$ cat src/hdl/aat_pkg.sv
// Shared constants for the box affine transform pipeline.
package aat_pkg;

    // Default widths of a coordinate and of one matrix coefficient
    localparam int COORD_WIDTH_DEF = 32;
    localparam int COEF_WIDTH_DEF  = 20;

    // Fixed-point layout
    localparam int FRAC_BITS = 16;
    localparam int NUM_AXES  = 3;
    localparam int BIAS_W    = 16;

    // Reset values
    localparam logic [FRAC_BITS:0]  ONE_Q16    = (FRAC_BITS + 1)'(1) << FRAC_BITS;
    localparam logic [BIAS_W-1:0]   BIAS_RESET = BIAS_W'(655);

    // Configuration register indexes
    localparam int CFG_IDX_W = 3;
    localparam logic [CFG_IDX_W-1:0] REG_ROW_X   = 3'd0;
    localparam logic [CFG_IDX_W-1:0] REG_ROW_Y   = 3'd1;
    localparam logic [CFG_IDX_W-1:0] REG_ROW_Z   = 3'd2;
    localparam logic [CFG_IDX_W-1:0] REG_SHIFT_X = 3'd3;
    localparam logic [CFG_IDX_W-1:0] REG_SHIFT_Y = 3'd4;
    localparam logic [CFG_IDX_W-1:0] REG_SHIFT_Z = 3'd5;
    localparam logic [CFG_IDX_W-1:0] REG_BIAS    = 3'd6;

endpackage

$ cat src/hdl/aat_sum_stage.sv
// Sum the chosen terms, round once to Q16.16 and add the translation.
module aat_sum_stage
    import aat_pkg::*;
#(
    parameter int COORD_WIDTH = COORD_WIDTH_DEF,
    parameter int COEF_WIDTH  = COEF_WIDTH_DEF,
    parameter int PW          = COORD_WIDTH + COEF_WIDTH,
    parameter int WW          = COORD_WIDTH + COEF_WIDTH + 2
)
(
    input  logic                     clk,
    input  logic                     rst_n,
    input  logic                     in_valid,
    output logic                     in_ready,
    input  logic signed [PW-1:0]     term_min [NUM_AXES][NUM_AXES],
    input  logic signed [PW-1:0]     term_max [NUM_AXES][NUM_AXES],
    input  logic [COORD_WIDTH-1:0]   shifts [NUM_AXES],
    output logic                     out_valid,
    input  logic                     out_ready,
    output logic signed [WW-1:0]     wmin [NUM_AXES],
    output logic signed [WW-1:0]     wmax [NUM_AXES]
);

    localparam int SW = PW + 3;
    localparam logic signed [SW-1:0] HALF = SW'(1) << (FRAC_BITS - 1);

    logic                 v_reg;
    logic                 ld;
    logic signed [SW-1:0] smin;
    logic signed [SW-1:0] smax;
    logic signed [WW-1:0] wmin_next [NUM_AXES];
    logic signed [WW-1:0] wmax_next [NUM_AXES];
    logic signed [WW-1:0] wmin_reg [NUM_AXES];
    logic signed [WW-1:0] wmax_reg [NUM_AXES];

    assign ld       = !v_reg || out_ready;
    assign in_ready = ld;

    // Round half up, then translate
    always_comb
    begin
        smin = '0;
        smax = '0;
        for (int a = 0; a < NUM_AXES; a++)
        begin
            smin = SW'(term_min[a][0]) + SW'(term_min[a][1]) + SW'(term_min[a][2]) + HALF;
            smax = SW'(term_max[a][0]) + SW'(term_max[a][1]) + SW'(term_max[a][2]) + HALF;
            wmin_next[a] = WW'(smin >>> FRAC_BITS) + WW'($signed(shifts[a]));
            wmax_next[a] = WW'(smax >>> FRAC_BITS) + WW'($signed(shifts[a]));
        end
    end

    always_ff @(posedge clk or negedge rst_n)
    begin
        if (!rst_n)
            v_reg <= 1'b0;
        else if (ld)
            v_reg <= in_valid;
    end

    always_ff @(posedge clk)
    begin
        if (ld && in_valid)
        begin
            wmin_reg <= wmin_next;
            wmax_reg <= wmax_next;
        end
    end

    assign out_valid = v_reg;
    assign wmin      = wmin_reg;
    assign wmax      = wmax_reg;

endmodule

$ cat config.mk
export PLATFORM = sky130hd
export DESIGN_NAME = aat_sum_stage
export DESIGN_NICKNAME = d
export VERILOG_FILES = /design/src/hdl/aat_pkg.sv /design/src/hdl/aat_sum_stage.sv
export SDC_FILE = /design/constraint.sdc
export NUM_CORES = 2
export LEC_CHECK = 0
export BUFFER_PORTS_ARGS = -buffer_cell sky130_fd_sc_hd__buf_4
export CORE_AREA = 2 2 526 528
export CTS_CLUSTER_SIZE = 14
export DETAILED_ROUTE_END_ITERATION = 16
export DIE_AREA = 0 0 528 530
export SLEW_MARGIN = 20
export SYNTH_ARGS = -nofsm -noshare
export SYNTH_HDL_FRONTEND = slang
export SYNTH_SLANG_ARGS = --single-unit
$ cat constraint.sdc
create_clock -name clk -period 20.1 [get_ports clk]
set_input_delay 2.01 -clock clk [delete_from_list [all_inputs] [get_ports clk]]
set_output_delay 2.01 -clock clk [all_outputs]
set_load 0.03 [all_outputs]
==> impl_metrics.env <==
export IMPL_status="complete, no violations"
export IMPL_ys_seq_area_share_pct=15.7
export IMPL_grt_max_degree=80
export IMPL_cap_violations=0
export IMPL_cpPeakStageDelay_ns=1.03
export IMPL_fin_tns_setup_ns=0
export IMPL_relSlewSlack_pct=19.8
export IMPL_hold_viol=0
export IMPL_die_w_um=528
export IMPL_antenna_left=0
export IMPL_worst_slack_ns=10.84
export IMPL_portBuffers=1361
export IMPL_die_area_um2=280000
export IMPL_crit_start="term_min[319]"
export IMPL_start_kind="input pin"
export IMPL_worst_path_max_delay_cell="fa_1"
export IMPL_whs_ns=0.566
export IMPL_synth_area_mux_share_pct=0.0461
export IMPL_dp_slack_ns=10.37
export IMPL_synthArstFlopShare_pct=0.415
export IMPL_clkPwrFrac_pct=9.1
export IMPL_multiInputGateArea_um2=34200
export IMPL_vias=42500
export IMPL_internal_power_w=0.00383
export IMPL_path_class="input pin to flip-flop"
export IMPL_fin_util_pct=22.4
export IMPL_finalClockSkew_ns=0.0283
export IMPL_crit_family="compound AO/OA/AOI/OAI gates"
export IMPL_area_growth_pct=33.5
export IMPL_synth_fa_ha_area_share_pct=37.0
export IMPL_synth_edf_count=240
export IMPL_h_tree_depth=2
export IMPL_postCtsSetupRepairBufs=0
export IMPL_endpoint_kind="flip-flop"
export IMPL_vdd_drop_max_mv=0.0767
export IMPL_fp_dieH_um=530
export IMPL_critPathRequiredTime_ns=20.47
export IMPL_yosys_area_share_xor_xnor_pct=7.79
export IMPL_drv_slew=0
export IMPL_reg2reg_depth=5
export IMPL_p_sw_w=0.00429
export IMPL_yosysUniqueCellTypes=84
export IMPL_cts_tree="done"
export IMPL_r2r_slack_ns=16.52
export IMPL_grt_pass1_vias=43300
export IMPL_seqPwrFrac_pct=14.5
export IMPL_finalSetupViolCount=0
export IMPL_drt_total_wl_mm=220
export IMPL_grt_first_pass_wirelength_mm=302
export IMPL_row_count=193
export IMPL_layout_commonest_cell="buf_4"
export IMPL_grt_overflow=0
export IMPL_r2r_end="wmax[35]"
export IMPL_cts_buffers=39
export IMPL_grt_antenna_before_repair=54
export IMPL_drc=0
export IMPL_switching_share_pct=52.8
export IMPL_synth_compound_area_share_pct=19.3
export IMPL_synth_seq_cells=241
export IMPL_cp_depth=26
export IMPL_cp_endpoint="wmin[145]"
export IMPL_grt_setup_unrepaired="false"
export IMPL_start_util_pct=16.8
export IMPL_syn_nets=7482
export IMPL_n_fill_cell=30500
export IMPL_synth_ff_type="edfxtp_1"
export IMPL_crit_buf_inv=4
export IMPL_cts_buffer_depth=3
export IMPL_fin_cells=10200
export IMPL_cts_resized_gates=0
export IMPL_clockRootBuffer="clkbuf_16"
export IMPL_synth_warnings=0
export IMPL_synth_area_um2=46100
export IMPL_cp_max_fo=8
export IMPL_syn_avg_cell_area_um2=8.75
export IMPL_worst_slew_pin_slew_ns=1.19
export IMPL_fmax_mhz=108
export IMPL_final_cell_mix="buf_4 (1,375), inv_1 (1,035), ha_1 (864)"
export IMPL_final_layout_size_suffix_gt1_share_pct=22.8
export IMPL_reg2reg_from="out_valid"
export IMPL_cts_hold_buffers_added=0
export IMPL_cts_sinks=241
export IMPL_power_leakage_nw=31.7
export IMPL_core_area_um2=275000
export IMPL_via_per_inst=4.15
export IMPL_powerDensity_nw_per_um2=132
export IMPL_synthCells=5270
export IMPL_clk_latency_ns=0.62
export IMPL_boundaryPins=1362
export IMPL_place_hpwl_mm=197
export IMPL_first_pass_iters=5
export IMPL_grtUsageTotal_pct=15.1
export IMPL_synth_top_family_by_area="adder cells"
export IMPL_period_share_pct=46.1
export IMPL_combPwrFrac_pct=76.4
export IMPL_hold_path_class="flip-flop to flip-flop"
export IMPL_dp_cells=10100
export IMPL_place_congestion=1.08
export IMPL_path_clk_slew_ns=0.07
export IMPL_drtIter0Drc=1811
export IMPL_final_nets=8762
export IMPL_wl_per_cell_um=21.6
export IMPL_synthSimpleGateAreaFrac_pct=9.89
export IMPL_cp_arrival_ns=9.63
export IMPL_seq_area_um2=7230
export IMPL_fin_crit_ns=9.26
[metrics by stage]
| step | instance area, µm² | power, W |
|---|---|---|
| floorplan | 46100 | 0.00519 |
| global placement | 60100 | 0.00742 |
| detailed placement | 60100 | 0.00741 |
| CTS | 61500 | 0.00823 |
| global route | 61500 | 0.00874 |
| finish | 61600 | 0.00813 |
[metal layers]
layer / GRT usage, % / vias up / share of wire, %
met2: 29.5 / 1465 / 53
li1: - / 20800 / -
met1: 13.3 / 19800 / 31
met5: 0 / - / 0.093
met3: 4.28 / 360 / 7.3
met4: 10.3 / 32 / 7.7
[cell usage after synthesis (all sizes together) (55+ instances only)]
library cell,instances,area share [%]
ha,864,23
xor2,150,2.9
buf,86,1.4
a31oi,55,0.76
xnor2,260,4.9
a21o,307,5.0
nand4,79,1.1
o21ai,199,2.2
inv,1035,8.4
nand3,95,1.0
nand2,213,1.7
nand2b,56,0.76
fa,312,14
edfxtp,240,16
a21oi,418,4.5
nor2b,64,0.87
o21bai,62,1.0
nor2,208,1.7
[power by group through the flow]
| stage | sequential, W | clock [W] | combinational, W |
|---|---|---|---|
| floorplan | 0.00162 | 0 | 0.00357 |
| global placement | 0.00119 | 0 | 0.00623 |
| detailed placement | 0.00119 | 0 | 0.00622 |
| CTS | 0.00119 | 0.000783 | 0.00626 |
| global route | 0.00120 | 0.000793 | 0.00675 |
| finish | 0.00118 | 0.000742 | 0.00621 |
[worst reg2reg max path: cells and delay by family (launching register included)]
kind	cells	cell delay [ns]
buffers and inverters	3	2.08
AND/OR/NAND/NOR	2	0.60
flip-flops	1	0.38
[area by class of cell]
class / count / share of cell area, %
inverters: 1035 / 6.31
clock buffers: 42 / 1.64
well taps: 3607 / 7.33
repair buffers: 1376 / 16.8
diodes: 30 / 0.122
clock inverters: 30 / 0.528
flip-flops and latches: 241 / 11.7
multi-input cells: 3857 / 55.5
[worst min-delay path by stage]
stage	to	depth (start not counted)	slack [ns]	start
2_1_floorplan	out_valid	2	0.93	out_valid
6_report	out_valid	2	0.57	out_valid
5_1_grt	out_valid	2	0.59	out_valid
3_3_place_gp	out_valid	2	0.54	out_valid
3_5_place_dp	out_valid	2	0.56	out_valid
4_1_cts	out_valid	2	0.57	out_valid
[kinds of logic (layout without fill, tap and decap cells)]
family / Yosys count / count (layout)
buffers and inverters: 1172 / 2483
adder cells (fa/ha/maj): 1176 / 1176
AO/OA/AOI/OAI: 1361 / 1361
flip-flops: 241 / 241
multiplexers: 2 / 2
XOR/XNOR: 410 / 410
other: 0 / 30
AND/OR/NAND/NOR: 908 / 908
No activity file was read; power rests on OpenSTA's default activity.
