### src/hdl/aat_pkg.sv
// Shared constants for the box affine transform pipeline.
package aat_pkg;

    // Default widths of a coordinate and of one matrix coefficient
    localparam int COORD_WIDTH_DEF = 32;
    localparam int COEF_WIDTH_DEF  = 20;

    // Fixed-point layout
    localparam int FRAC_BITS = 16;
    localparam int NUM_AXES  = 3;
    localparam int BIAS_W    = 16;

    // Reset values
    localparam logic [FRAC_BITS:0]  ONE_Q16    = (FRAC_BITS + 1)'(1) << FRAC_BITS;
    localparam logic [BIAS_W-1:0]   BIAS_RESET = BIAS_W'(655);

    // Configuration register indexes
    localparam int CFG_IDX_W = 3;
    localparam logic [CFG_IDX_W-1:0] REG_ROW_X   = 3'd0;
    localparam logic [CFG_IDX_W-1:0] REG_ROW_Y   = 3'd1;
    localparam logic [CFG_IDX_W-1:0] REG_ROW_Z   = 3'd2;
    localparam logic [CFG_IDX_W-1:0] REG_SHIFT_X = 3'd3;
    localparam logic [CFG_IDX_W-1:0] REG_SHIFT_Y = 3'd4;
    localparam logic [CFG_IDX_W-1:0] REG_SHIFT_Z = 3'd5;
    localparam logic [CFG_IDX_W-1:0] REG_BIAS    = 3'd6;

endpackage

### src/hdl/aat_cfg_regs.sv
// Configuration register file: matrix rows, translation and widening bias.
module aat_cfg_regs
    import aat_pkg::*;
#(
    parameter int COORD_WIDTH = COORD_WIDTH_DEF,
    parameter int COEF_WIDTH  = COEF_WIDTH_DEF,
    parameter int CFG_DW      = 3 * COEF_WIDTH
)
(
    input  logic                     clk,
    input  logic                     rst_n,
    input  logic                     cfg_we,
    input  logic [CFG_IDX_W-1:0]     cfg_index,
    input  logic [CFG_DW-1:0]        cfg_data,
    output logic [3*COEF_WIDTH-1:0]  coefs [NUM_AXES],
    output logic [COORD_WIDTH-1:0]   shifts [NUM_AXES],
    output logic [BIAS_W-1:0]        bias
);

    localparam int RW = 3 * COEF_WIDTH;

    logic [RW-1:0]          row_reg [NUM_AXES];
    logic [COORD_WIDTH-1:0] shift_reg [NUM_AXES];
    logic [BIAS_W-1:0]      bias_reg;

    // Decode writes; indexes past the list are dropped
    always_ff @(posedge clk or negedge rst_n)
    begin
        if (!rst_n)
        begin
            for (int a = 0; a < NUM_AXES; a++)
            begin
                row_reg[a]   <= RW'(ONE_Q16) << (a * COEF_WIDTH);
                shift_reg[a] <= '0;
            end
            bias_reg <= BIAS_RESET;
        end
        else if (cfg_we)
        begin
            unique case (cfg_index)
                REG_ROW_X:   row_reg[0]   <= cfg_data[RW-1:0];
                REG_ROW_Y:   row_reg[1]   <= cfg_data[RW-1:0];
                REG_ROW_Z:   row_reg[2]   <= cfg_data[RW-1:0];
                REG_SHIFT_X: shift_reg[0] <= cfg_data[COORD_WIDTH-1:0];
                REG_SHIFT_Y: shift_reg[1] <= cfg_data[COORD_WIDTH-1:0];
                REG_SHIFT_Z: shift_reg[2] <= cfg_data[COORD_WIDTH-1:0];
                REG_BIAS:    bias_reg     <= cfg_data[BIAS_W-1:0];
                default:     ;
            endcase
        end
    end

    assign coefs  = row_reg;
    assign shifts = shift_reg;
    assign bias   = bias_reg;

endmodule

### config.mk
export PLATFORM = sky130hd
export DESIGN_NAME = aat_cfg_regs
export DESIGN_NICKNAME = d
export VERILOG_FILES = /design/src/hdl/aat_pkg.sv /design/src/hdl/aat_cfg_regs.sv
export SDC_FILE = /design/constraint.sdc
export NUM_CORES = 1
export LEC_CHECK = 0
export BUFFER_PORTS_ARGS = -buffer_cell sky130_fd_sc_hd__buf_2
export CAP_MARGIN = 20
export CORE_MARGIN = 1.5
export CORE_UTILIZATION = 45
export DETAILED_ROUTE_END_ITERATION = 12
export GPL_TIMING_DRIVEN = 0
export PLACE_DENSITY_LB_ADDON = 0.2
export REMOVE_ABC_BUFFERS = 1
export SETUP_SLACK_MARGIN = 0.2
export SLEW_MARGIN = 20
export SYNTH_ARGS = -nofsm -noshare
export SYNTH_HDL_FRONTEND = slang
export SYNTH_SLANG_ARGS = --single-unit
### constraint.sdc
create_clock -name clk -period 0.9 [get_ports clk]
set_input_delay 0.045 -clock clk [delete_from_list [all_inputs] [get_ports clk]]
set_output_delay 0.045 -clock clk [all_outputs]
set_load 0.02 [all_outputs]
==> results of run 1 <==
worst max path at each step:
| stage | startpoint | to | slack (ns) | cells after the start |
|---|---|---|---|---|
| 2_1_floorplan | cfg_index[2] | coefs[56] | -5.79 | 2 |
| 3_3_place_gp | cfg_we | coefs[115] | -11.55 | 3 |
| 3_5_place_dp | cfg_index[1] | coefs[108] | -1.09 | 5 |
| 4_1_cts | bias[0] | bias[0] | -0.38 | 1 |
| 5_1_grt | bias[3] | bias[3] | -0.41 | 1 |
| 6_report | bias[0] | bias[0] | -0.39 | 1 |
routing by layer:
layer / GRT usage [%] / vias to the layer above / part of all wire (%)
met5: 0 / - / 0
met4: 12.8 / 0 / 6.5
met3: 6.05 / 166 / 5.7
met2: 50.1 / 404 / 52
met1: 32.9 / 4534 / 35
li1: - / 3568 / -
worst reg2reg max path, stage by stage, from the launching register on:
cell     delay [ns]
dfrtp_1        0.43
buf_6          0.14
buf_6          0.10
mux2_4         0.26
cell usage in the layout, fill, tap and decap left out:
| cell type | count |
|---|---|
| buf_12 | 42 |
| buf_16 | 12 |
| buf_2 | 60 |
| buf_4 | 58 |
| buf_6 | 432 |
| buf_8 | 11 |
| bufinv_16 | 1 |
| clkbuf_1 | 3 |
| clkbuf_16 | 34 |
| clkbuf_8 | 13 |
| clkinv_2 | 7 |
| clkinvlp_4 | 1 |
| dfrtp_1 | 283 |
| dfstp_2 | 9 |
| diode_2 | 1 |
| dlygate4sd3_1 | 60 |
| mux2_2 | 35 |
| mux2_4 | 257 |
| nand4b_1 | 3 |
| nor4b_4 | 1 |
| nor4bb_4 | 3 |
metrics by stage:
| stage | power, mW | worst slack (ns) | setup TNS [ns] | hold WS [ns] | cell area, um^2 |
|---|---|---|---|---|---|
| 4_1_cts | 47.5 | -0.376 | -69.16 | -0.643 | 18800 |
| 5_1_grt | 54.1 | -0.412 | -88.12 | -0.625 | 20700 |
| 3_5_place_dp | 28.5 | -1.09 | -272.45 | -0.0692 | 13300 |
| 6_report | 52.6 | -0.385 | -77.53 | -0.626 | 20700 |
| 3_3_place_gp | 28.2 | -11.55 | -3758.13 | 0.290 | 12900 |
| 2_1_floorplan | 23.9 | -5.79 | -1037.97 | -0.251 | 10700 |
cells by family (layout without fill, tap and decap cells):
group	count (synthesis)	in the layout	synth area share (%)
buf+inv	35	734	1.53
flops	292	292	67.5
mux	292	292	30.3
other cells	0	1	0
simple gates	7	7	0.658
what timing repair did:
action                     4_1_cts  5_1_grt
buffers inserted                96      119
gates cloned                     9        3
gates resized for setup        802      254
setup endpoints to repair      584      679
hold endpoints to repair       420      129
pin swaps                        4        4
power by group:
group / leakage (nW) / total [mW] / switching (mW) / internal [mW]
logic: 6.13 / 20.5 / 8.46 / 12.0
clock network: 0.521 / 13.2 / 5.59 / 7.63
registers: 3.49 / 18.9 / 2.79 / 16.1
total: 10.1 / 52.6 / 16.8 / 35.7
area by class of cell:
class / instances / area share [%]
clock inverters: 9 / 0.350
multi-input cells: 299 / 21.1
diodes: 1 / 0.0121
clock buffers: 47 / 4.66
repair buffers: 678 / 36.7
well taps: 319 / 1.92
flip-flops and latches: 292 / 35.3
==> key figures, run 1 <==
Synth
  • Post-Syn Area: 10800 um^2
  • Top-count cell post-synth: dfrtp_1
  • Register area share after synthesis: 67.5%
  • Post-synth EDFFs: 0
  • Post-synth top area cell: dfrtp_1
  • Mapped Cells: 626
  • Synth unique cells: 9
  • Post-synth ARST share: 100%
  • Synth area leaders: dfrtp_1 (65%), mux2_2 (24%), mux2_1 (6.4%), dfstp_2 (2.2%), buf_2 (1.3%)
  • Average cell area after synthesis: 17.3 um^2
  • Synth top cells by count: dfrtp_1 (283), mux2_2 (230), mux2_1 (62)
  • Synth Warn #: 0
  • Top cell type's share of synthesized area: 65.3%
  • Register bit total from synthesis: 292
  • Main synth FF type: dfrtp_1

Drt
  • WL per Instance: 27.8 um
  • Total Wirelength: 45800 um
  • Residual DRC: 0
  • First-iteration detailed-routing DRC count: 414
  • Via count: 8672
  • Vias per inst: 5.27
  • First-pass DRT Iterations: 4
  • Routed Antenna Nets: 0

Layout
  • Area growth from synthesis to layout: 91.3%
  • Filler Cell Count: 889
  • Max reg flops: 180
  • Share of cells above drive strength 1: 73.7%
  • Nets@finish: 1367
  • Register Area: 7320 um^2
  • Multi-input logic area: 4380 um^2
  • Final core occ: 88.1%
  • Non-Filler Instances: 1645

Timing
  • F_max: 778 MHz
  • Measured slew at the worst slew-check pin: 0.537 ns
  • Slew Limit Fails: 0
  • Setup violators final: 448
  • Final worst path period share: 143%
  • Final hold vios: 128
  • Fin Clk Skew: 0 ns
  • RSZ-0062 raised after global routing: yes
  • Final setup margin: -0.385 ns
  • Slew HR: 64.2%
  • Hold_ws: -0.626 ns
  • Minimum clock period: 1.29 ns

Power
  • Power per cell area: 2530 nW/um^2
  • VDD IR-drop max: 1730 uV
  • Leak: 10.1 nW

Die
  • Die Wd: 158 um
  • Die ar.: 25000 um^2
  • Total I/O pin count: 358
  • Starting density of the core: 46.1%
  • Core Footprint: 23500 um^2
  • Die Y: 158 um
  • # rows: 56

Critical path
  • Critical path, cell by cell: buf_6
  • Worst stage delay on the critical path: 0.57 ns
  • R2R Setup Slk: -0.14 ns
  • Worst Setup End Kind: output pin
  • Crit path kind: reg2out
  • RR Endpoint: coefs[0]
  • Slowest library cell on the worst path: dfstp_2
  • Reg2reg path depth: 3
  • Critical path fanouts, max: 2
  • Crit path required time: 0.85 ns
  • CP delay by family, top: flip-flops
  • Worst path buffer plus inverter count: 1
  • Reg2reg start: coefs[0]
  • Critical Path Source Type: flop
  • Arr. time, crit path: 1.24 ns

Clocking
  • Sink Count: 292
  • CTS clk-pin slew, worst paths: 0.07 ns
  • Root Buffer: clkbuf_16
  • CTS H-tree lvls: 1
  • Cts-stage hold buffer count: 60
  • Worst skew pair latency: 0.54 ns
  • Total CTS buffers: 30
  • CTS Buffer Depth: 3
  • CTS tree: yes

Global routing
  • Global-route wire length before repair: 53300 um
  • GRT Util Overall: 28.3%
  • Largest net degree at the start of global routing: 99
  • Initial antenna violation count: 1
  • Congestion Overflow GR: 0
  • Vias in the first global route: 8684

Place
  • RePlAce Congestion: 0.739
  • IO buf count: 357
  • Placed insts: 1301
  • HPWL after DPL: 18800 um

Run status
  • Outcome: complete, but fails checks
  • Failing checks: negative hold slack, negative setup slack

Hold path
  • Hold/Removal Path Class: in2async

Flow run
  • Max Cap Viol: 0
No activity file was read; power rests on OpenSTA's default activity.
==> inputs of run 2 (changes only) <==
--- a/config.mk
+++ b/config.mk
@@ -11,7 +11,7 @@
 export CORE_UTILIZATION = 45
 export DETAILED_ROUTE_END_ITERATION = 12
 export GPL_TIMING_DRIVEN = 0
-export PLACE_DENSITY_LB_ADDON = 0.2
+export PLACE_DENSITY = 0.69
 export REMOVE_ABC_BUFFERS = 1
 export SETUP_SLACK_MARGIN = 0.2
 export SLEW_MARGIN = 20
==> run 2 against run 1 <==
  * The flow still finishes with violations (negative hold slack, negative setup slack)
  * Worst hold slack lost 0.041 ns
  * Count of clock-buffer cells in the layout unchanged
  * Non-clock buffer count is 4 higher
  * Clock skew unchanged
  * Sequential cell count stayed put
  * Via count down 0.40%
  * Combinational power about the same
  * Core utilization down 0.65 points
  * Largest cell class unchanged
==> key figures, run 2 (synthesis results as in run 1) <==
Layout
  • Register Area: 7320 um^2
  • Filler Cell Count: 919
  • Max reg flops: 180
  • Commonest non-fill, non-tap cell in the layout: buf_6
  • Most frequent cells in the layout: buf_6 (419), dfrtp_1 (283), mux2_4 (256)
  • Post-Layout Inst Area: 20600 um^2
  • Area growth from synthesis to layout: 89.9%
  • # diodes: 0
  • Share of cells above drive strength 1: 73.3%
  • Multi-input logic area: 4370 um^2
  • Nets@finish: 1372

Critical path
  • Crit path required time: 0.85 ns
  • Critical path fanouts, max: 2
  • Critical Path Source Type: flop
  • CP delay by family, top: flip-flops
  • Worst Setup End Kind: output pin
  • Crit path kind: reg2out
  • Slowest library cell on the worst path: dfstp_2
  • Critical path, cell by cell: buf_6
  • Arr. time, crit path: 1.23 ns
  • Worst stage delay on the critical path: 0.55 ns
  • Worst path buffer plus inverter count: 1

Run status
  • Failing checks: negative hold slack, negative setup slack
  • Outcome: complete, but fails checks

Global routing
  • Congestion Overflow GR: 0
  • Global-route wire length before repair: 54700 um
  • GRT Util Overall: 29.2%
  • Vias in the first global route: 8873
  • Initial antenna violation count: 0
  • Largest net degree at the start of global routing: 99

Place
  • Dpl cell area: 13400 um^2
  • IO buf count: 357
  • RePlAce Congestion: 0.767
  • HPWL after DPL: 19200 um

Die
  • Starting density of the core: 46.1%
  • Total I/O pin count: 358
  • Die Y: 158 um
  • Die Wd: 158 um
  • Core Footprint: 23500 um^2
  • Die ar.: 25000 um^2
  • # rows: 56

Drt
  • Via count: 8637
  • Routed Antenna Nets: 0
  • Residual DRC: 0
  • Total Wirelength: 44000 um
  • First-iteration detailed-routing DRC count: 439
  • Vias per inst: 5.24
  • First-pass DRT Iterations: 4
  • WL per Instance: 26.7 um

Timing
  • Measured slew at the worst slew-check pin: 0.501 ns
  • Slew HR: 66.6%
  • Final setup margin: -0.371 ns
  • Final worst path period share: 141%
  • Final hold vios: 97
  • RSZ-0062 raised after global routing: yes
  • Hold_ws: -0.667 ns
  • F_max: 787 MHz
  • Minimum clock period: 1.27 ns
  • Setup violators final: 433
  • Slew Limit Fails: 0
  • Final setup TNS: -78.16 ns
  • Fin Clk Skew: 0 ns

Clocking
  • CTS tree: yes
  • Sink Count: 292
  • CTS H-tree lvls: 1
  • Cts-stage hold buffer count: 60
  • CTS Buffer Depth: 3
  • Root Buffer: clkbuf_16
  • Total CTS buffers: 31
  • Worst skew pair latency: 0.55 ns
  • CTS clk-pin slew, worst paths: 0.06 ns

Flow run
  • Max Cap Viol: 0

Power
  • Power per cell area: 2540 nW/um^2
  • Leak: 10.1 nW
  • VDD IR-drop max: 2250 uV

Hold path
  • Hold/Removal Path Class: in2async
## run 2: per-stage QoR
stage          std cells  utilization (%)  setup WS (ns)  total power [mW]  hold WS [ns]
6_report            1649             87.5         -0.371              52.3        -0.667
5_1_grt             1649             87.5         -0.401              53.8        -0.668
4_1_cts             1530             80.0         -0.380              48.0        -0.686
3_5_place_dp        1301             56.8          -1.25              28.5       -0.0982
3_3_place_gp        1267             54.6         -11.56              28.2         0.290
2_1_floorplan        591                -          -5.79              23.9        -0.251
## run 2: layout make-up
cell class | instances | area share [%]
tap | 319 | 1.94
clock inverter | 10 | 0.620
clock buffer | 47 | 4.40
timing repair buffer | 682 | 36.3
sequential | 292 | 35.5
multi-input combinational | 299 | 21.2
## run 2: final timing paths
kind | start | to | slack (ns) | depth (start not counted)
max | coefs[136] | coefs[136] | -0.37 | 1
min | rst_n | coefs[116] | -0.67 | 1
max reg2reg | coefs[3] | coefs[3] | -0.14 | 3
min reg2reg | coefs[168] | coefs[168] | 0.54 | 1
max in group asynchronous | rst_n | bias[2] | 0.38 | 3
min in group clk | cfg_we | bias[2] | 0.14 | 4
## run 2: timing repair
action	CTS	global route
gates resized for setup	834	217
gates cloned	7	2
pin swaps	5	4
endpoints found under the hold margin	389	95
endpoints found under the setup margin	584	584
buffers inserted	105	117
## run 2: power breakdown
| group | switching [mW] | leakage [nW] | internal, mW |
|---|---|---|---|
| Sequential | 2.69 | 3.49 | 16.1 |
| Clock | 5.46 | 0.509 | 7.76 |
| Combinational | 8.37 | 6.11 | 11.9 |
| Total | 16.5 | 10.1 | 35.7 |
## run 2: routing by layer
layer  part of all wire [%]  wire length (um)  track usage, %
met1                     36             15700            33.2
met2                     52             22900            51.9
met3                    5.6              2480            6.32
met4                    6.5              2870            14.5
met5                      0                 0               0
